--- config.mk ---
export PLATFORM = sky130hd
export DESIGN_NAME = cau_tail
export DESIGN_NICKNAME = d
export VERILOG_FILES = /design/src/design/cau_pkg.sv /design/src/design/cau_tail.sv
export VERILOG_INCLUDE_DIRS = /design/src /design/src/design
export SDC_FILE = /design/constraint.sdc
export NUM_CORES = 1
export LEC_CHECK = 0
export ABC_CLOCK_PERIOD_IN_PS = 7550
export BUFFER_PORTS_ARGS = -buffer_cell sky130_fd_sc_hd__buf_4
export CAP_MARGIN = 20
export CELL_PAD_IN_SITES_DETAIL_PLACEMENT = 0
export CELL_PAD_IN_SITES_GLOBAL_PLACEMENT = 1
export CORE_AREA = 3 3 208 210
export DETAILED_ROUTE_END_ITERATION = 16
export DIE_AREA = 0 0 211 213
export PLACE_DENSITY = 0.5
export SLEW_MARGIN = 20
export SYNTH_ARGS = -nofsm -noshare
export SYNTH_HDL_FRONTEND = slang
export SYNTH_SLANG_ARGS = --single-unit
--- constraint.sdc ---
create_clock -name clk_i -period 7.55 [get_ports clk_i]
set_input_delay 0.755 -clock clk_i [delete_from_list [all_inputs] [get_ports clk_i]]
set_output_delay 0.755 -clock clk_i [all_outputs]
set_load 0.01 [all_outputs]
--- src/design/complex_arithmetic_unit_assert.svh ---
`ifndef COMPLEX_ARITHMETIC_UNIT_ASSERT_SVH
`define COMPLEX_ARITHMETIC_UNIT_ASSERT_SVH

// Check a consequence in the same cycle as its cause.
`define CAU_ASSERT_NOW(lbl, ante, cons, msg) \
  lbl: assert property (@(posedge clk_i) disable iff (!rst_ni) (ante) |-> (cons)) else $error(msg);

// Check a consequence in the cycle after its cause.
`define CAU_ASSERT_NEXT(lbl, ante, cons, msg) \
  lbl: assert property (@(posedge clk_i) disable iff (!rst_ni) (ante) |=> (cons)) else $error(msg);

`endif

--- src/design/cau_pkg.sv ---
package cau_pkg;

  localparam int WORD_BITS   = 32;
  localparam int FRAC_BITS   = 16;
  localparam int PROD_BITS   = 2 * WORD_BITS;
  localparam int DIRECT_BITS = 2 * WORD_BITS + 1;
  localparam int NUM_BITS    = 2 * WORD_BITS + FRAC_BITS;
  localparam int QUO_BITS    = WORD_BITS + 1;
  localparam int DIV_CELLS   = QUO_BITS;

  localparam logic signed [DIRECT_BITS-1:0] SAT_MAX =
    {{(DIRECT_BITS-WORD_BITS+1){1'b0}}, {(WORD_BITS-1){1'b1}}};
  localparam logic signed [DIRECT_BITS-1:0] SAT_MIN = ~SAT_MAX;
  localparam logic signed [WORD_BITS-1:0] WORD_MAX = {1'b0, {(WORD_BITS-1){1'b1}}};
  localparam logic signed [WORD_BITS-1:0] WORD_MIN = {1'b1, {(WORD_BITS-1){1'b0}}};

  typedef enum logic [2:0] {
    OP_ADD = 3'd0,
    OP_SUB = 3'd1,
    OP_MUL = 3'd2,
    OP_DIV = 3'd3,
    OP_CMP = 3'd4
  } op_e;

  typedef enum logic [1:0] {
    ORD_LT = 2'd0,
    ORD_EQ = 2'd1,
    ORD_GT = 2'd2
  } order_e;

  typedef enum logic [1:0] {
    ST_OK  = 2'd0,
    ST_DZ  = 2'd1,
    ST_SAT = 2'd2
  } status_e;

  // One result part on its way through the divider chain.
  typedef struct packed {
    logic                          neg;
    logic                          ovf;
    logic [QUO_BITS-1:0]           n;
    logic [PROD_BITS-1:0]          rem;
    logic [QUO_BITS-1:0]           q;
    logic signed [DIRECT_BITS-1:0] direct;
  } part_t;

  typedef struct packed {
    logic [2:0]           op;
    logic [1:0]           order;
    logic                 dz;
    logic [PROD_BITS-1:0] den;
    part_t                re;
    part_t                im;
  } item_t;

endpackage

--- src/design/cau_tail.sv ---
`include "complex_arithmetic_unit_assert.svh"

module cau_tail (
  input  logic                                 clk_i,
  input  logic                                 rst_ni,
  input  logic                                 valid_i,
  output logic                                 ready_o,
  input  cau_pkg::item_t                       item_i,
  output logic                                 valid_o,
  input  logic                                 ready_i,
  output logic signed [cau_pkg::WORD_BITS-1:0] result_re_o,
  output logic signed [cau_pkg::WORD_BITS-1:0] result_im_o,
  output logic [1:0]                           order_o,
  output logic [1:0]                           status_o
);
  import cau_pkg::*;

  // Returns {saturated, value}.
  function automatic logic [WORD_BITS:0] finish(part_t p, logic is_div);
    logic signed [DIRECT_BITS-1:0] v;
    logic signed [DIRECT_BITS-1:0] qx;
    logic signed [WORD_BITS-1:0]   w;
    logic                          s;
    qx = p.ovf ? (DIRECT_BITS'(1) << QUO_BITS) : DIRECT_BITS'(p.q);
    if (is_div) begin
      v = p.neg ? -qx : qx;
    end else begin
      v = p.direct;
    end
    if (v > SAT_MAX) begin
      w = WORD_MAX;
      s = 1'b1;
    end else if (v < SAT_MIN) begin
      w = WORD_MIN;
      s = 1'b1;
    end else begin
      w = v[WORD_BITS-1:0];
      s = 1'b0;
    end
    return {s, w};
  endfunction

  logic                        valid_q;
  logic signed [WORD_BITS-1:0] re_q, im_q, re_d, im_d;
  logic [1:0]                  order_q;
  status_e                     status_q, status_d;
  logic                        is_div, load;
  logic [WORD_BITS:0]          fre, fim;

  assign ready_o     = !valid_q || ready_i;
  assign load        = ready_o && valid_i;
  assign valid_o     = valid_q;
  assign result_re_o = re_q;
  assign result_im_o = im_q;
  assign order_o     = order_q;
  assign status_o    = status_q;

  assign is_div = (item_i.op == OP_DIV);

  always_comb begin
    fre = finish(item_i.re, is_div);
    fim = finish(item_i.im, is_div);
    if (is_div && item_i.dz) begin
      re_d     = '0;
      im_d     = '0;
      status_d = ST_DZ;
    end else begin
      re_d     = fre[WORD_BITS-1:0];
      im_d     = fim[WORD_BITS-1:0];
      status_d = (fre[WORD_BITS] || fim[WORD_BITS]) ? ST_SAT : ST_OK;
    end
  end

  always_ff @(posedge clk_i or negedge rst_ni) begin
    if (!rst_ni) begin
      valid_q <= 1'b0;
    end else if (ready_o) begin
      valid_q <= valid_i;
    end
  end

  always_ff @(posedge clk_i) begin
    if (load) begin
      re_q     <= re_d;
      im_q     <= im_d;
      order_q  <= item_i.order;
      status_q <= status_d;
    end
  end

  `CAU_ASSERT_NEXT(a_dz_zero, load && is_div && item_i.dz, status_q == ST_DZ && re_q == '0 && im_q == '0, "divide by zero item left nonzero result")
  `CAU_ASSERT_NOW(a_sat_bound, valid_q && status_q == ST_SAT, re_q == WORD_MAX || re_q == WORD_MIN || im_q == WORD_MAX || im_q == WORD_MIN, "saturated item has no clamped part")
  `CAU_ASSERT_NEXT(a_cmp_zero, load && item_i.op != OP_ADD && item_i.op != OP_SUB && item_i.op != OP_MUL && item_i.op != OP_DIV, re_q == '0 && im_q == '0 && status_q == ST_OK, "compare item produced a result")

endmodule

After elaboration in Yosys (flattened, before gate mapping)
Cells that the tools add are included.
{ "classes": {"n_addsub": 2, "mul": 0, "div_mod_pow": 0, "magnitude_cmp": 4, "eq_ne": 1, "shift": 0, "mux": 15, "bitwise": 0, "n_reduce_logical": 7} }
{ "ops": {"columns": ["operator", "n"], "rows": [
  ["$mux 65", 4],
  ["$gt 65x32->1 const B", 2],
  ["$lt 65x32->1 const B", 2],
  ["$neg 34->65", 2],
  ["$mux 34", 2],
  ["$mux 32", 2],
  ["$mux 31", 2],
  ["$mux 1", 4],
  ["$reduce_or 2->1", 2],
  ["$eq 3x2->1 const B", 1],
  ["$logic_and 1x1->1", 2],
  ["$logic_or 1x1->1", 2],
  ["$mux 2", 1],
  ["$logic_not 1->1", 1]
]} }
{ "word_totals": {"reg_bits": 69, "latch_bits": 0, "ramBits": 0, "romBits": 0, "input_bits": 468, "output_inout_bits": 70, "elab_cells": 36, "n_memories": 0} }

Depth between registers and ports, before layout
{ "logic_depth": {"depth_word": 9, "depth_mapped": 14, "mapped_depth_nobuf": 11} }

Worst setup path after synthesis
OpenSTA, ideal clock, no wires.
{ "synth_timing": {"path_kind": "input to register", "start": "in item_i[392] (netlist bit)", "end": "reg re_q[26], in the netlist result_re_o[26], data pin", "setup_ns": 0.261, "t_arrival_ns": 3.448, "required_ns": 7.289, "slack_ns": 3.841, "cell_stages": 13, "n_path_buf": 2, "cell_sequence": "clkbuf_1 inv_1 clkbuf_1 nand2_1 ha_1 nor4b_2 nand4_1 and2_1 nand2b_1 or4_1 mux2_2 a221oi_1 nor2_1"} }
{ "synth_via": {"elab_chain_len": 7, "word_cells_on_any_way": 8, "cone_classes": "add/sub: 1; order compare: 2; mux: 5"} }
{ "synth_lines": {"columns": ["item", "line_no", "source"], "rows": [
  ["start: declaration", "cau_tail.sv:8", "input cau_pkg::item_t item_i,"],
  ["$mux 34 (*)", "cau_tail.sv:24", "qx = p.ovf ? (DIRECT_BITS'(1) << QUO_BITS) : DIRECT_BITS'(p.q);"],
  ["$neg 34->65", "cau_tail.sv:26", "v = p.neg ? -qx : qx;"],
  ["$mux 65 (*)", "cau_tail.sv:26", null],
  ["$mux 65 (*)", "cau_tail.sv:25", "if (is_div) begin"],
  ["$lt 65x32->1", "cau_tail.sv:33", "end else if (v < SAT_MIN) begin"],
  ["$mux 32", "cau_tail.sv:33", null],
  ["$mux 31 (*)", "cau_tail.sv:30", "if (v > SAT_MAX) begin"],
  ["end signal: assignment", "cau_tail.sv:84", "re_q <= re_d;"],
  ["end: declaration", "cau_tail.sv:44", "logic signed [WORD_BITS-1:0] re_q, im_q, re_d, im_d;"]
]} }
Every way passes the cells marked *; elsewhere a longest branch is shown, timed or not.
A chain may end at the register's enable or synchronous reset.

Final worst setup path
{ "layout_timing": {"start": "in item_i[392] (netlist bit)", "end": "reg re_q[18], in the netlist result_re_o[18], data pin"} }
The elaborated chain is that of the path after synthesis.

==> results.ini <==
[timing]
fmaxAchievable_mhz=194.8
setup_violators_final=0
slew_viol_final=0
fin_tns_setup_ps=0
finalHoldViolCount=0
rsz0062_at_grt=no
timing.final.crit_period_ps=5134
worstMarginPinSlew_ps=1061
maxSlewHeadroom=0.2928
clock_skew_ps=14.86
final.setup.worst_slack_ps=2416
period_share=0.6800

[clock_tree]
worst_skew_pair.late_latency_ps=360
cts_resized=0
cts.repair_timing.setup_buffer_count=0
cts_htree_levels=3
cts-root-buf=clkbuf_16
hold_buffers=0
cts.path.max_buffers=2
path_clk_slew_ps=60
tritoncts=yes
cts.sinks=69
cts-buffers-inserted=9

[floorplanning]
fp.dieArea_mm2=0.04494
design.portCount=538
die_height_um=213
floorplan.die.width_um=211
floorplan.core_area_mm2=0.04176
rows=75
initial_utilization=0.1403

[min_path]
min-delay-path-class=in -> async

[power]
ir_worst_vdd_v=0.00007626
pwr_density_cell_mw_per_mm2=149.7
power.static_leakage_uw=0.003223

[synthesis]
synthArstFlopShare=0.01449
synth_fp_nets=1155
syn_inst=685
yosys.cell_types.count=74
synthFlopType=edfxtp_1
synthDominantAreaCellType=edfxtp_1
synth-edff-count=68
postSynthRegisterBits=69
postSynthAreaPerCell_um2=8.550
synth_area_leaders=edfxtp_1, o21ai_0, a21oi_1, nand2_1, xnor2_1
post-synth-top-area-fraction=0.3486
yosysSeqAreaShare=0.3529
mappedNetlistArea_mm2=0.005857
synth-warning-count=0

[detailed_routing]
via_per_inst=4.542
vias=6741
ant_nets=0
route.detailed.wl_per_inst_um=22.00
totalWireLength_mm=32.64
detailedRoute.firstPassIterationCount=5
detail_route.drc_violations=0
drtIter0Drc=541

[final_layout]
finalInstanceArea_mm2=0.008785
final_nets=1407
commonest_cells_after_routing_fill_and_taps_aside=buf_4, nand2_1, edfxtp_1
area_growth_pct=49.99
leading_cell_type_in_the_layout_fill_and_taps_excluded=buf_4
final_layout_size_suffix_gt1_frac=0.3439
fillers=4621

[run]
max_cap_viol_count=0

[run_status]
run_status=completed

[place]
numPortBuffers=279
dp_hpwl_mm=25.71
gp_congestion=0.8139
setup_ws_pre_cts_ps=1995
place_area_mm2=0.008467

[global_routing]
grt_first_pass_wirelength_mm=45.26
grt_antenna_before_repair=15
grt_start_max_net_pins=69
grt.overflow.total=0
grt_pass1_vias=6501
total_global_routing_track_utilization=0.1377

[critical_path]
critical-path-slowest-cell=nand2_1
worstSetupPathType=in -> reg
critical-path-max-stage-delay_ps=800
cp-end-kind=flop
worstPathCellList=buf_4 > inv_1 > nand2_1 > ha_1 > nor4b_2 > o21ai_1 > or4_1 > nand4_1 > nor4_1 > nor2_1 > nand2_1 > o21ai_0
cp_max_fo=25
worst-endpoint-required_ps=7680
critPathArrivalTime_ps=5270
start_kind=primary input
critPathMostFrequentCell=nand2_1

## state kept, by name, indices dropped and copies added, names as in the netlist
register     count
order_o          2
result_im_o     32
result_re_o     32
status_o         2
valid_o          1
## path summary, 6_finish.rpt
check / start / slack, ps / cells after the start / end
max: item_i[392] / 2420 / 12 / result_re_o[18]
min: rst_ni / 170 / 1 / valid_o
max reg2reg: valid_o / 5760 / 2 / result_re_o[3]
min reg2reg: valid_o / 560 / 2 / valid_o
max in group asynchronous: rst_ni / 7300 / 1 / valid_o
min in group clk_i: valid_o / 560 / 2 / valid_o
## cell type report
cell class              instances  area, µm²  area share
multi-input cells             564       3556      0.4048
clock inverters                 6      71.32    0.008118
well taps                     539      674.4     0.07677
repair buffers                285       2140      0.2436
clock buffers                  10      239.0     0.02720
diodes                          3      7.507   0.0008546
inverters                       8      30.03    0.003418
flip-flops and latches         69       2067      0.2353
## where the power goes
part / switching [µW] / internal [µW]
clock: 203 / 269
sequential: 8.86 / 458
combinational: 208 / 168
## cell usage after synthesis, types with 6 or more instances
cell type and number:
nand2_1 69, edfxtp_1 68, o21ai_0 66, a21oi_1 55
nor2_1 53, clkbuf_1 28, nand4_1 28, nor4_1 27
xnor2_1 27, o31ai_1 25, nor3_1 17, a22oi_1 16
nor2b_1 13, xor2_1 13, o21ai_1 12, or3_1 12
mux2i_1 10, o211ai_1 9, and2_1 8, nand3_1 8
buf_2 7, inv_1 7, o41ai_1 7, or4_1 7
nand2b_1 6
## worst max-delay path, delay by kind of cell
kind            cells  cell delay [ps]
simple gates        7             3040
fa+ha+maj           1              280
buf+inv             2              620
compound gates      2              540
## metal layers
layer / global-route usage / share of wire / routed length (µm) / up-vias
met5: 0 / 0.0044 / 145 / -
met4: 0.02633 / 0.0094 / 306 / 24
met3: 0.05716 / 0.11 / 3712 / 37
met2: 0.1856 / 0.39 / 12680 / 327
met1: 0.2039 / 0.48 / 15800 / 3161
li1: - / - / - / 3192
## cell families after synthesis
kind of cell    count (synthesis)  share of synthesized area
simple gates                  268                     0.2452
xor+xnor                       40                    0.05982
buf+inv                        52                    0.04059
compound gates                242                     0.2762
mux                            12                    0.02094
fa+ha+maj                       2                   0.004272
flops                          69                     0.3529
## through the flow
stage	utilization	hold WS [ps]	total power, µW	cells
3_5_place_dp	0.2028	533.6	853.6	1465
4_1_cts	0.2102	157.2	1326	1481
2_1_floorplan	-	459.4	641.3	685
6_report	0.2104	173.0	1315	1484
3_3_place_gp	0.2028	526.6	852.9	1465
5_1_grt	0.2102	159.0	1374	1482
Power figures use the tool's default switching activity.
