<file path="config.mk">
export PLATFORM = sky130hd
export DESIGN_NAME = cau_div_cell
export DESIGN_NICKNAME = d
export VERILOG_FILES = /design/src/design/complex_arithmetic_unit_assert.svh /design/src/design/cau_pkg.sv /design/src/design/cau_div_cell.sv
export SDC_FILE = /design/constraint.sdc
export NUM_CORES = 1
export LEC_CHECK = 0
export ABC_AREA = 1
export BUFFER_PORTS_ARGS = -buffer_cell sky130_fd_sc_hd__buf_2
export CAP_MARGIN = 5
export CORE_AREA = 2 2 364 366
export CTS_CLUSTER_DIAMETER = 50
export CTS_CLUSTER_SIZE = 14
export DETAILED_ROUTE_END_ITERATION = 16
export DIE_AREA = 0 0 366 368
export SLEW_MARGIN = 10
export SYNTH_ARGS = -nofsm -noshare
export SYNTH_HDL_FRONTEND = slang
export SYNTH_SLANG_ARGS = --single-unit
</file>
<file path="constraint.sdc">
create_clock -name clk_i -period 25.5 [get_ports clk_i]
set_clock_uncertainty 0.15 [all_clocks]
set_input_delay 0 -clock clk_i [delete_from_list [all_inputs] [get_ports clk_i]]
set_output_delay 0 -clock clk_i [all_outputs]
set_load 0.05 [all_outputs]
</file>
<file path="src/design/complex_arithmetic_unit_assert.svh">
`ifndef COMPLEX_ARITHMETIC_UNIT_ASSERT_SVH
`define COMPLEX_ARITHMETIC_UNIT_ASSERT_SVH

// Check a consequence in the same cycle as its cause.
`define CAU_ASSERT_NOW(lbl, ante, cons, msg) \
  lbl: assert property (@(posedge clk_i) disable iff (!rst_ni) (ante) |-> (cons)) else $error(msg);

// Check a consequence in the cycle after its cause.
`define CAU_ASSERT_NEXT(lbl, ante, cons, msg) \
  lbl: assert property (@(posedge clk_i) disable iff (!rst_ni) (ante) |=> (cons)) else $error(msg);

`endif

</file>
<file path="src/design/cau_pkg.sv">
package cau_pkg;

  localparam int WORD_BITS   = 32;
  localparam int FRAC_BITS   = 16;
  localparam int PROD_BITS   = 2 * WORD_BITS;
  localparam int DIRECT_BITS = 2 * WORD_BITS + 1;
  localparam int NUM_BITS    = 2 * WORD_BITS + FRAC_BITS;
  localparam int QUO_BITS    = WORD_BITS + 1;
  localparam int DIV_CELLS   = QUO_BITS;

  localparam logic signed [DIRECT_BITS-1:0] SAT_MAX =
    {{(DIRECT_BITS-WORD_BITS+1){1'b0}}, {(WORD_BITS-1){1'b1}}};
  localparam logic signed [DIRECT_BITS-1:0] SAT_MIN = ~SAT_MAX;
  localparam logic signed [WORD_BITS-1:0] WORD_MAX = {1'b0, {(WORD_BITS-1){1'b1}}};
  localparam logic signed [WORD_BITS-1:0] WORD_MIN = {1'b1, {(WORD_BITS-1){1'b0}}};

  typedef enum logic [2:0] {
    OP_ADD = 3'd0,
    OP_SUB = 3'd1,
    OP_MUL = 3'd2,
    OP_DIV = 3'd3,
    OP_CMP = 3'd4
  } op_e;

  typedef enum logic [1:0] {
    ORD_LT = 2'd0,
    ORD_EQ = 2'd1,
    ORD_GT = 2'd2
  } order_e;

  typedef enum logic [1:0] {
    ST_OK  = 2'd0,
    ST_DZ  = 2'd1,
    ST_SAT = 2'd2
  } status_e;

  // One result part on its way through the divider chain.
  typedef struct packed {
    logic                          neg;
    logic                          ovf;
    logic [QUO_BITS-1:0]           n;
    logic [PROD_BITS-1:0]          rem;
    logic [QUO_BITS-1:0]           q;
    logic signed [DIRECT_BITS-1:0] direct;
  } part_t;

  typedef struct packed {
    logic [2:0]           op;
    logic [1:0]           order;
    logic                 dz;
    logic [PROD_BITS-1:0] den;
    part_t                re;
    part_t                im;
  } item_t;

endpackage

</file>
<file path="src/design/cau_div_cell.sv">
module cau_div_cell (
  input  logic           clk_i,
  input  logic           rst_ni,
  input  logic           valid_i,
  output logic           ready_o,
  input  cau_pkg::item_t item_i,
  output logic           valid_o,
  input  logic           ready_i,
  output cau_pkg::item_t item_o
);
  import cau_pkg::*;

  // One restoring step: bring down the next numerator bit, try to subtract.
  function automatic part_t div_step(part_t p, logic [PROD_BITS-1:0] den);
    part_t              r;
    logic [PROD_BITS:0] rs;
    logic               ge;
    rs = {p.rem, p.n[QUO_BITS-1]};
    ge = (rs >= {1'b0, den});
    r          = p;
    r.rem      = ge ? PROD_BITS'(rs - {1'b0, den}) : rs[PROD_BITS-1:0];
    r.q        = {p.q[QUO_BITS-2:0], ge};
    r.n        = {p.n[QUO_BITS-2:0], 1'b0};
    return r;
  endfunction

  logic  valid_q;
  item_t item_q, item_d;

  assign ready_o = !valid_q || ready_i;
  assign valid_o = valid_q;
  assign item_o  = item_q;

  always_comb begin
    item_d    = item_i;
    item_d.re = div_step(item_i.re, item_i.den);
    item_d.im = div_step(item_i.im, item_i.den);
  end

  always_ff @(posedge clk_i or negedge rst_ni) begin
    if (!rst_ni) begin
      valid_q <= 1'b0;
    end else if (ready_o) begin
      valid_q <= valid_i;
    end
  end

  always_ff @(posedge clk_i) begin
    if (ready_o && valid_i) item_q <= item_d;
  end

endmodule

</file>
Yosys cells after proc, flatten, opt, wreduce, memory -nomap -nowiden
Index checks and enable logic that the tools add are counted.
{"block": "word_totals", "register_bits": 463, "latch_bits": 0, "ramBits": 0, "rom_bits": 0, "in_bits": 468, "output_inout_bits": 466, "wordCells": 26, "mem_count": 0}
{"block": "classes", "n_addsub": 2, "n_mul": 0, "div": 0, "order_cmp": 2, "n_eq_ne": 0, "n_shift": 0, "mux": 2, "bitwise": 0, "n_reduce_logical": 3}
{"op": "$ge A65 B64 Y1", "count": 2}
{"op": "$mux W64", "count": 2}
{"op": "$sub A64 B64 Y64", "count": 2}
{"op": "$logic_and A1 B1 Y1", "count": 1}
{"op": "$logic_not A1 Y1", "count": 1}
{"op": "$logic_or A1 B1 Y1", "count": 1}

Depth between registers and ports, before layout
Gate-level depths: netlist of the first run.
{"block": "depth", "depth_word": 3, "depth_mapped": 19, "depth_no_buf": 17}

Least setup slack after synthesis of the first run
No wires, ideal clock.
{"block": "synth_path", "path_kind": "reg2reg", "start": "reg valid_q, in the netlist valid_o", "end": "reg item_q, in the netlist item_o[0] (enable)", "setup_time_ps": 1439, "arrival_time_ps": 22816, "t_required_ps": 23911, "slack_ps": 1095, "path_stages_with_launch": 2, "n_path_buf": 0, "period_less_slack_ps": 24405, "cell_sequence": "dfrtp_1 > a21oi_1"}
{"block": "synth_between", "elab_chain_len": 3}
{"item": "from (decl)", "line": "cau_div_cell.sv:27", "rtl": "logic valid_q;"}
{"item": "from (signal assigned)", "line": "cau_div_cell.sv:44", "rtl": "valid_q <= valid_i;"}
{"item": "$logic_not A1 Y1", "line": "cau_div_cell.sv:30", "rtl": "assign ready_o = !valid_q || ready_i;"}
{"item": "$logic_or A1 B1 Y1", "line": "cau_div_cell.sv:30"}
{"item": "$logic_and A1 B1 Y1", "line": "cau_div_cell.sv:49", "rtl": "if (ready_o && valid_i) item_q <= item_d;"}
{"item": "to (signal assigned)", "line": "cau_div_cell.sv:49"}
{"item": "to (decl)", "line": "cau_div_cell.sv:28", "rtl": "item_t item_q, item_d;"}
No other way between the ends.
A chain may end at the register's enable or synchronous reset.

==> summary.md, run 1 <==
- **fraction of layout cells with a size suffix above 1** 23.1%
- **cell with the most instances after synthesis** sky130_fd_sc_hd__nand2_1
- **Routability Congestion** 0.937
- **vias in the first global route** 30,600
- **initial standard-cell utilization of the core** 21.6%
- **total power** 2.81 mW
- **number of cells after detailed placement** 6,179
- **RSZ-0062 raised after global routing** no
- **detailed router's first-iteration violation count** 2,179
- **total leakage power** 22.4 nW
- **routed wire length** 170 mm
- **wire per inst** 23.9 µm
- **count of port buffers added during placement** 929
- **global route total overflow** 0
- **Area growth syn-to-layout** 60.1%
- **routed vias** 30,300
- **cell types with the highest counts after synthesis** sky130_fd_sc_hd__nand2_1, sky130_fd_sc_hd__inv_1, sky130_fd_sc_hd__edfxtp_1, sky130_fd_sc_hd__nand3_1, sky130_fd_sc_hd__nor2_1
- **post-synth cell types** 46
- **largest net degree at the start of global routing** 80
- **sequential fraction of the synthesis area** 49.1%
- **Post-Route Setup TNS** 0 ns
- **Final setup viols** 0
- **Clock H-tree levels** 3
- **cell type with the largest total area after synthesis** sky130_fd_sc_hd__edfxtp_1
- **number of cells in the finished layout apart from fillers** 7,106
- **post-detailed-route DRC marker count** 0
- **First-pass DRT Iterations** 6
- **number of cells produced by synthesis** 3,521
- **clock transition time at the flip-flop clock pins of the worst setup and hold paths** 0.06 ns
- **worst IR drop on VDD** 0.0493 mV
- **buffers inserted during post-CTS setup optimization** 0
- **die outline area** 135,000 µm²
- **CP Data Arrival Time** 4.52 ns
- **most frequent CP cell** sky130_fd_sc_hd__nand2_1
- **Crit path largest cell delay** 0.74 ns
- **total core area** 131,000 µm²
- **area of the mapped netlist** 28,300 µm²
- **maximum fanout along the worst path** 67
- **highest clock rate** 241 MHz
- **type of element launching the critical path** input port
- **final core occ** 34.6%
- **TritonCTS Buffers** 74
- **number of antenna violations at the first check in global routing** 52
- **number of maximum-capacitance violations** 0
- **die extent in x** 366 µm
- **clock insertion delay at the later pin of the skew report** 0.68 ns
- **clk buf depth** 3
- **transition time at the pin with the least slew margin** 1.11 ns
- **fraction of the cycle the final worst path needs** 16.3%
- **number of warnings issued by yosys** 0
- **Worst Slack Setup Final** 21.35 ns
- **Worst Path Class, Setup** in -> reg
- **global-route wire length before repair** 231 mm
- **number of rows created at floorplan** 133
- **Hold-fix buffers, CTS** 762
- **fin nets** 5,865
- **fill cell total of the finished layout** 13,800
- **proportion of netlist area held by the largest area contributor** 49.1%
- **number of hold-slack violations in the final timing report** 0
- **result of the run** complete, no violations
- **DP Wirelength** 141 mm
- **top flip-flop cell by instance count after synthesis** sky130_fd_sc_hd__edfxtp_1
- **Yosys reg bits** 463
- **crit path cell chain** dlygate4sd3_1 > buf_2 > inv_1 > ha_1 > nand2_1 > nor2_1 > nand2_1 > clkinv_1 > nand2_1 > a21oi_4 > nor2_8 > buf_4 > nand2_4 > buf_4 > nand3_1 > nand2_1
- **async set-or-reset flop fraction in the synthesized netlist** 0.216%
- **Avg Synthesized Cell Area** 8.03 µm²
- **die height** 368 µm
- **worst hold path type** in -> reg
- **CTS tree** built
- **crit path capture type** register
- **count of instances resized after the clock tree is built** 0
- **CP max-delay cell** sky130_fd_sc_hd__buf_4
- **normalized max-slew margin** 26.0%
- **Clock Sink Count** 463
- **required time of the worst setup path** 25.87 ns
- **cell chosen for the clock root** sky130_fd_sc_hd__clkbuf_16
- **power per standard cell area** 61.9 nW/µm²
- **final-report max-slew violation count** 0
- **minimum period implied by the final worst setup slack** 4.15 ns
- **number of enable flip-flop cells after synthesis** 462
- **global routing usage summed across all routing layers** 24.5%
- **worst slack after detailed placement** 21.22 ns
- **post-detailed-route via-to-cell ratio** 4.27
- **post-route antenna net violation count** 0
- **most area-consuming cells after synthesis** sky130_fd_sc_hd__edfxtp_1, sky130_fd_sc_hd__nand2_1, sky130_fd_sc_hd__inv_1, sky130_fd_sc_hd__ha_1, sky130_fd_sc_hd__nand3_1
- **top-level port count** 934
-- power breakdown --
part	switching, mW	total, mW	leakage, nW	internal (mW)
logic	0.558	0.803	16.7	0.245
clock network	0.441	1.07	1.25	0.628
registers	0.0223	0.933	4.42	0.910
total	1.02	2.81	22.4	1.78
-- path summary, 6_finish.rpt --
path,startpoint,to,slack (ns),cells past startpoint
max in group asynchronous,rst_ni,valid_o$_DFFE_PN0N_,24.53,4
min in group asynchronous,rst_ni,valid_o$_DFFE_PN0N_,0.57,4
hold reg to reg,valid_o$_DFFE_PN0N_,item_o[198]$_DFFE_PP_,0.92,2
setup reg to reg,valid_o$_DFFE_PN0N_,item_o[403]$_DFFE_PP_,21.43,5
hold / removal,item_i[79],item_o[80]$_DFFE_PP_,0.008,2
setup / recovery,item_i[435],item_o[344]$_DFFE_PP_,21.35,16
-- worst max-delay path, delay by kind of cell --
kind	cells	cell delay (ns)
adders and majority gates	1	0.54
and+or+nand+nor	8	1.69
buffers and inverters	6	1.95
AOI/OAI and AO/OA	1	0.20
-- registers in the layout (all words and copies together), names as in the netlist --
name / cells
item_o: 462
valid_o: 1
-- metrics by stage --
step	instance area, µm²	hold WS, ns
floorplan	28300	-0.446
global placement	34900	-0.375
detailed placement	34900	-0.374
CTS	45200	0.00000872
global route	45300	0.00878
finish	45300	0.00786
-- cell families (layout without fill, tap and decap cells) --
group / after synthesis / count (layout) / synth area share [%]
compound gates: 116 / 116 / 2.34
xor+xnor: 62 / 62 / 1.92
fa+ha+maj: 130 / 130 / 5.80
buf+inv: 756 / 2559 / 10.6
flops: 463 / 463 / 49.1
other cells: 1 / 28 / 0.0133
simple gates: 1993 / 1993 / 30.2
-- cell type report --
cell class / instances / area [µm²] / area share [%]
Tap cell: 1755 / 2200 / 4.85
Inverter: 715 / 2680 / 5.93
Clock buffer: 78 / 1870 / 4.12
Sequential cell: 463 / 13900 / 30.7
Clock inverter: 56 / 744 / 1.64
Timing Repair Buffer: 1710 / 12400 / 27.5
Antenna cell: 26 / 65.1 / 0.144
Multi-Input combinational cell: 2303 / 11400 / 25.2
-- layer usage --
metal  up-vias  global-route usage [%]  wire [µm]
met2      1052                    44.7      86400
li1      14600                       -          -
met5         -                       0        211
met4        34                    10.5       8320
met3       280                    5.09       9210
met1     14400                    27.3      65400
-- cells in the final DEF, fill, tap and decap left out, drive strengths merged --
cell type,netlist,routed
a21boi,1,1
a21o,2,2
a21oi,92,92
and2,4,4
and3,6,6
buf,35,943
bufinv,0,7
clkbuf,6,78
clkinv,4,26
clkinvlp,0,4
conb,1,2
dfrtp,1,1
diode,0,26
dlygate4sd3,0,767
edfxtp,462,462
fa,2,2
ha,128,128
inv,711,734
nand2,1388,1388
nand3,290,290
nand3b,30,30
nand4,17,17
nor2,223,223
nor3,23,23
nor4,10,10
o21ai,16,16
o21bai,5,5
or2,2,2
xnor2,2,2
xor2,60,60
(Power assumes the default switching activity.)
==> run 2, diff against run 1 <==
ABC_AREA = 0   (was 1)
clock period = 4.3 ns   (was 25.5 ns; I/O delays follow)
==> summary.md, run 2 <==
- **number of antenna violations at the first check in global routing** 56, +7.7%
- **cell types with the highest counts after synthesis** sky130_fd_sc_hd__edfxtp_1, sky130_fd_sc_hd__nand2_1, sky130_fd_sc_hd__a21oi_1, sky130_fd_sc_hd__o21ai_0, sky130_fd_sc_hd__ha_1
- **sequential fraction of the synthesis area** 59.5%, +10 points
- **routed wire length** 142 mm, -16%
- **wire per inst** 25.2 µm, +5.7%
- **TritonCTS Buffers** 78, +5.4%
- **cell chosen for the clock root** sky130_fd_sc_hd__clkbuf_16
- **Avg Synthesized Cell Area** 11.8 µm², +46%
- **Routability Congestion** 0.922, -1.5%
- **die height** 368 µm, unchanged
- **cell type with the largest total area after synthesis** sky130_fd_sc_hd__edfxtp_1
- **async set-or-reset flop fraction in the synthesized netlist** 0.216%, unchanged
- **detailed router's first-iteration violation count** 1,766, -19%
- **worst hold path type** in -> reg
- **post-detailed-route via-to-cell ratio** 4.31, +0.92%
- **Area growth syn-to-layout** 77.6%
- **result of the run** complete, no violations
- **required time of the worst setup path** 4.68 ns, -21.19 ns
- **post-synth cell types** 83, +80%
- **Clock Sink Count** 463, unchanged
- **most area-consuming cells after synthesis** sky130_fd_sc_hd__edfxtp_1, sky130_fd_sc_hd__ha_1, sky130_fd_sc_hd__a21oi_1, sky130_fd_sc_hd__nand2_1, sky130_fd_sc_hd__o21ai_0
- **normalized max-slew margin** 38.7%, +13 points
- **power per standard cell area** 399 nW/µm², +540%
- **RSZ-0062 raised after global routing** yes
- **global routing usage summed across all routing layers** 20.5%, -4.0 points
- **number of maximum-capacitance violations** 0, unchanged
- **fraction of layout cells with a size suffix above 1** 29.8%, +6.7 points
- **worst slack after detailed placement** 0.217 ns, -21.00 ns
- **Worst Path Class, Setup** in -> reg
- **post-route antenna net violation count** 0, unchanged
- **number of warnings issued by yosys** 0, unchanged
- **post-detailed-route DRC marker count** 0, unchanged
- **worst IR drop on VDD** 0.256 mV, +420%
- **commonest cells after routing, fill and taps aside** sky130_fd_sc_hd__buf_2, sky130_fd_sc_hd__dlygate4sd3_1, sky130_fd_sc_hd__edfxtp_1, sky130_fd_sc_hd__nand2_1, sky130_fd_sc_hd__a21oi_1
- **fraction of the cycle the final worst path needs** 96.1%
- **number of hold-slack violations in the final timing report** 0, unchanged
- **minimum period implied by the final worst setup slack** 4.13 ns
- **total power** 16.6 mW, +490%
- **DP Wirelength** 114 mm, -19%
- **most frequent standard cell in the layout excluding fill and tap cells** sky130_fd_sc_hd__buf_2
- **type of element launching the critical path** input port
- **final-report max-slew violation count** 0, unchanged
- **clock transition time at the flip-flop clock pins of the worst setup and hold paths** 0.06 ns, about the same
- **count of port buffers added during placement** 929, unchanged
- **fin nets** 4,402, -25%
- **highest clock rate** 242 MHz
- **fill cell total of the finished layout** 13,400, -2.9%
- **die extent in x** 366 µm, unchanged
- **number of rows created at floorplan** 133, unchanged
- **Post-Route Setup TNS** 0 ns, unchanged
- **vias in the first global route** 24,400, -20%
- **maximum fanout along the worst path** 6, -91%
- **CP Data Arrival Time** 4.51 ns, about the same
- **global route total overflow** 0, unchanged
- **total core area** 131,000 µm², unchanged
- **number of cells produced by synthesis** 1,988, -44%
- **top-level port count** 934, unchanged
- **proportion of netlist area held by the largest area contributor** 59.4%, +10 points
- **transition time at the pin with the least slew margin** 0.911 ns, -0.198 ns
- **initial standard-cell utilization of the core** 17.9%, -3.8 points
- **Final setup viols** 0, unchanged
- **clock insertion delay at the later pin of the skew report** 0.65 ns, -0.03 ns
- **total leakage power** 17.3 nW, -22%
- **area of the mapped netlist** 23,400 µm², -17%
- **number of flip-flops in the largest register** 462, unchanged
- **global-route wire length before repair** 193 mm, -17%
- **Yosys reg bits** 463, unchanged
- **CTS tree** built
- **Worst Slack Setup Final** 0.167 ns, -21.18 ns
- **top flip-flop cell by instance count after synthesis** sky130_fd_sc_hd__edfxtp_1
- **cell with the most instances after synthesis** sky130_fd_sc_hd__edfxtp_1
- **die outline area** 135,000 µm², unchanged
- **clk buf depth** 3, unchanged
- **Clock H-tree levels** 3, unchanged
- **number of enable flip-flop cells after synthesis** 462, unchanged
- **largest net degree at the start of global routing** 88, +10%
- **routed vias** 24,300, -20%
- **crit path capture type** register
- **First-pass DRT Iterations** 5, -1
==> run 2: cell type report <==
class                   count  area [µm²]  share of cell area [%]
flip-flops and latches    463       13900                    33.5
repair buffers           1811       13500                    32.5
multi-input cells        1342        8730                    21.0
well taps                1755        2200                    5.29
clock buffers              82        1970                    4.74
clock inverters            60         748                    1.80
inverters                 108         410                   0.989
diodes                     23        57.6                   0.139
==> run 2: metal layers <==
metal / vias up / share of wire, % / wire [µm] / GRT usage [%]
met1: 11800 / 39 / 55300 / 23.7
met4: 28 / 4.0 / 5770 / 7.64
met5: - / 0.10 / 149 / 0
met2: 1090 / 49 / 70400 / 36.0
li1: 11100 / - / - / -
met3: 225 / 7.6 / 10900 / 5.67
==> run 2: critical path, stage by stage <==
cell	delay, ns
sky130_fd_sc_hd__dlygate4sd3_1	0.58
sky130_fd_sc_hd__buf_2	0.14
sky130_fd_sc_hd__inv_1	0.22
sky130_fd_sc_hd__ha_1	0.37
sky130_fd_sc_hd__a21o_1	0.25
sky130_fd_sc_hd__a21o_1	0.18
sky130_fd_sc_hd__a21oi_1	0.21
sky130_fd_sc_hd__o31a_1	0.19
sky130_fd_sc_hd__o41a_1	0.35
sky130_fd_sc_hd__a2111oi_4	0.12
sky130_fd_sc_hd__buf_4	0.20
sky130_fd_sc_hd__o2111a_1	0.25
sky130_fd_sc_hd__a211oi_2	0.38
sky130_fd_sc_hd__mux2_2	0.39
sky130_fd_sc_hd__nor3_2	0.13
sky130_fd_sc_hd__dlygate4sd3_1	0.55
==> run 2: logic make-up (layout without fill, tap and decap cells) <==
logic type / Yosys count / after routing / synth area share (%)
compound gates: 581 / 581 / 15.5
xor+xnor: 113 / 113 / 4.23
simple gates: 510 / 510 / 10.1
buf+inv: 184 / 2061 / 3.36
mux: 6 / 6 / 0.284
other cells: 1 / 25 / 0.0160
flops: 463 / 463 / 59.5
fa+ha+maj: 130 / 130 / 7.02
==> run 2: through the flow <==
step	std cells	hold slack, ns	cell area (µm²)	util, %
floorplan	1989	-0.446	23400	-
global placement	4652	-0.375	30400	23.3
detailed placement	4652	-0.374	30400	23.3
CTS	5620	0.000804	41400	31.7
global route	5636	0.0226	41500	31.7
finish	5644	0.0233	41500	31.7
==> run 2: final timing paths <==
check | from | endpoint | slack [ns] | cells after the start
worst max-delay path | item_i[424] | item_o[356]$_DFFE_PP_ | 0.17 | 16
worst min-delay path | item_i[91] | item_o[92]$_DFFE_PP_ | 0.02 | 2
worst max register to register | valid_o$_DFFE_PN0N_ | item_o[226]$_DFFE_PP_ | 2.02 | 4
worst min register to register | valid_o$_DFFE_PN0N_ | item_o[407]$_DFFE_PP_ | 0.89 | 2
max in group asynchronous | rst_ni | valid_o$_DFFE_PN0N_ | 3.29 | 4
min in group asynchronous | rst_ni | valid_o$_DFFE_PN0N_ | 0.58 | 4
==> run 2: repair_timing <==
action,4_1_cts,5_1_grt
gates resized for setup,0,6
hold buffers,826,0
endpoints found under the hold margin,500,0
setup endpoints to repair,0,3
setup buffers,0,1
==> run 2: where the power goes <==
| part | switching (mW) | internal [mW] | leakage [nW] |
|---|---|---|---|
| Combinational | 2.88 | 1.54 | 11.6 |
| Clock | 2.61 | 4.02 | 1.31 |
| Sequential | 0.115 | 5.40 | 4.41 |
| Total | 5.61 | 11.0 | 17.3 |
==> run 3, diff against run 2 <==
CORE_AREA = 2 2 361 363   (was 2 2 364 366)
DIE_AREA = 0 0 363 365   (was 0 0 366 368)
clock period = 4.78 ns   (was 4.3 ns; I/O delays follow)
==> summary.md, run 3 (synthesized netlist as in run 2, its figures left out) <==
- **result of the run** complete, no violations
- **clock transition time at the flip-flop clock pins of the worst setup and hold paths** 0.06 ns, about the same
- **TritonCTS Buffers** 85, +9.0%
- **die extent in x** 363 µm, -0.82%
- **fraction of the cycle the final worst path needs** 94.4%
- **number of flip-flops in the largest register** 462, unchanged
- **vias in the first global route** 24,000, -1.5%
- **Final setup viols** 0, unchanged
- **detailed router's first-iteration violation count** 1,906, +7.9%
- **DP Wirelength** 112 mm, -1.3%
- **fill cell total of the finished layout** 13,000, -2.4%
- **multi-input combinational cell area** 8720 µm², -0.17%
- **power per standard cell area** 367 nW/µm², -8.0%
- **Worst R2R End** item_o[22]$_DFFE_PP_
- **global-route wire length before repair** 188 mm, -2.4%
- **buffers inserted during post-CTS setup optimization** 0, unchanged
- **die outline area** 132,000 µm², -1.6%
- **fin nets** 4,398, -0.091%
- **sequential cell area** 13,900 µm², about the same
- **normalized max-slew margin** 34.1%, -4.6 points
- **largest net degree at the start of global routing** 117, +33%
- **minimum period implied by the final worst setup slack** 4.51 ns
- **global routing usage summed across all routing layers** 20.6%, +0.097 points
- **commonest cells after routing, fill and taps aside** sky130_fd_sc_hd__buf_2, sky130_fd_sc_hd__dlygate4sd3_1, sky130_fd_sc_hd__edfxtp_1, sky130_fd_sc_hd__nand2_1, sky130_fd_sc_hd__a21oi_1
- **register-to-register setup slack** 2.55 ns, +0.53 ns
- **number of cells on the worst reg-to-reg path** 3, -1
- **transition time at the pin with the least slew margin** 0.978 ns, +0.0670 ns
- **CP Data Arrival Time** 4.76 ns, +0.25 ns
- **final-report max-slew violation count** 0, unchanged
- **final core occ** 32.3%, +0.54 points
- **worst IR drop on VDD** 0.248 mV, -3.0%
- **CTS tree** built
- **routed wire length** 143 mm, +0.39%
- **Area growth syn-to-layout** 77.7%, about the same
- **maximum fanout along the worst path** 45, +39
- **routed vias** 24,400, +0.27%
- **top-level port count** 934, unchanged
- **highest clock rate** 222 MHz
- **clk buf depth** 3, unchanged
- **worst hold path type** in -> reg
- **most frequent standard cell in the layout excluding fill and tap cells** sky130_fd_sc_hd__buf_2
- **post-route antenna net violation count** 0, unchanged
- **wire per inst** 25.7 µm, +1.7%
- **post-detailed-route DRC marker count** 0, unchanged
- **required time of the worst setup path** 5.03 ns, +0.35 ns
- **RSZ-0062 raised after global routing** no
- **post-detailed-route via-to-cell ratio** 4.38, +1.6%
- **Routability Congestion** 0.949, +2.9%
- **worst reg2reg path startpoint** valid_o$_DFFE_PN0N_
- **First-pass DRT Iterations** 6, +1
- **die height** 365 µm, -0.82%
- **end point of the critical path** item_o[337]$_DFFE_PP_
- **cell chosen for the clock root** sky130_fd_sc_hd__clkbuf_16
- **Clock H-tree levels** 3, unchanged
- **initial standard-cell utilization of the core** 18.2%, +0.30 points
- **number of maximum-capacitance violations** 0, unchanged
- **number of hold-slack violations in the final timing report** 0, unchanged
- **number of antenna violations at the first check in global routing** 53, -5.4%
- **total leakage power** 17.4 nW, +0.17%
- **count of port buffers added during placement** 929, unchanged
- **clock insertion delay at the later pin of the skew report** 0.69 ns, +0.04 ns
- **fraction of layout cells with a size suffix above 1** 29.5%, -0.33 points
- **total core area** 129,000 µm², -1.6%
- **crit path capture type** register
- **global route total overflow** 0, unchanged
- **Worst Path Class, Setup** in -> reg
- **Clock Sink Count** 463, unchanged
- **Post-Route Setup TNS** 0 ns, unchanged
- **beginning of the critical path** item_i[419]
- **number of rows created at floorplan** 132, -0.75%
- **type of element launching the critical path** input port
run 3: final cells by class:
cell class | count | area share (%)
clock buffers | 91 | 5.33
well taps | 1675 | 5.05
clock inverters | 68 | 1.81
diodes | 25 | 0.151
inverters | 108 | 0.988
flip-flops and latches | 463 | 33.5
multi-input cells | 1342 | 21.0
repair buffers | 1800 | 32.2
run 3: repair_timing:
action / in CTS / in global routing
hold buffers: 841 / 0
setup endpoints to repair: 0 / 1
endpoints found under the hold margin: 484 / 0
gates resized for setup: 0 / 1
run 3: worst max-delay path, stage by stage:
cell and delay [ns]:
sky130_fd_sc_hd__dlygate4sd3_1 0.60, sky130_fd_sc_hd__buf_2 0.21, sky130_fd_sc_hd__inv_1 0.11, sky130_fd_sc_hd__ha_1 0.42
sky130_fd_sc_hd__nand4_1 0.14, sky130_fd_sc_hd__or3_4 0.44, sky130_fd_sc_hd__nor3_2 0.16, sky130_fd_sc_hd__and2b_1 0.20
sky130_fd_sc_hd__o221ai_2 0.20, sky130_fd_sc_hd__a2111oi_4 0.58, sky130_fd_sc_hd__o21ai_2 0.18, sky130_fd_sc_hd__and2_2 0.27
sky130_fd_sc_hd__clkinv_4 0.31, sky130_fd_sc_hd__buf_12 0.27, sky130_fd_sc_hd__a21oi_1 0.09, sky130_fd_sc_hd__dlygate4sd3_1 0.57
run 3: per-layer routing:
metal	track usage, %	vias to the layer above	wire length, µm
met5	0	-	147
met4	9.36	26	7100
met3	6.58	253	13100
met2	35.8	1197	70100
met1	22.9	11800	52600
li1	-	11100	-
run 3: how the worst min path moves through the flow:
stage                      from               endpoint  slack [ns]  cells past startpoint
floorplan                rst_ni    valid_o$_DFFE_PN0N_       -0.45                      0
global placement         rst_ni    valid_o$_DFFE_PN0N_       -0.37                      1
detailed placement       rst_ni    valid_o$_DFFE_PN0N_       -0.37                      1
CTS                 item_i[141]  item_o[142]$_DFFE_PP_      0.0001                      4
global route        item_i[301]  item_o[302]$_DFFE_PP_        0.02                      4
finish              item_i[161]  item_o[144]$_DFFE_PP_        0.02                      6
run 3: stage by stage:
| step | cells | setup slack [ns] | hold slack, ns | power (mW) | instance area [µm²] |
|---|---|---|---|---|---|
| finish | 5572 | 0.268 | 0.0201 | 15.3 | 41500 |
| global route | 5555 | 0.0546 | 0.0230 | 15.8 | 41500 |
| CTS | 5547 | 0.222 | 0.000122 | 15.4 | 41500 |
| detailed placement | 4547 | 0.581 | -0.374 | 8.33 | 30100 |
| global placement | 4547 | 0.612 | -0.374 | 8.33 | 30100 |
| floorplan | 1989 | 0.00833 | -0.446 | 7.17 | 23400 |
run 3: report_power, final:
part	switching (mW)	internal [mW]	total (mW)
Combinational	2.59	1.37	3.96
Sequential	0.0999	4.86	4.96
Clock	2.53	3.80	6.33
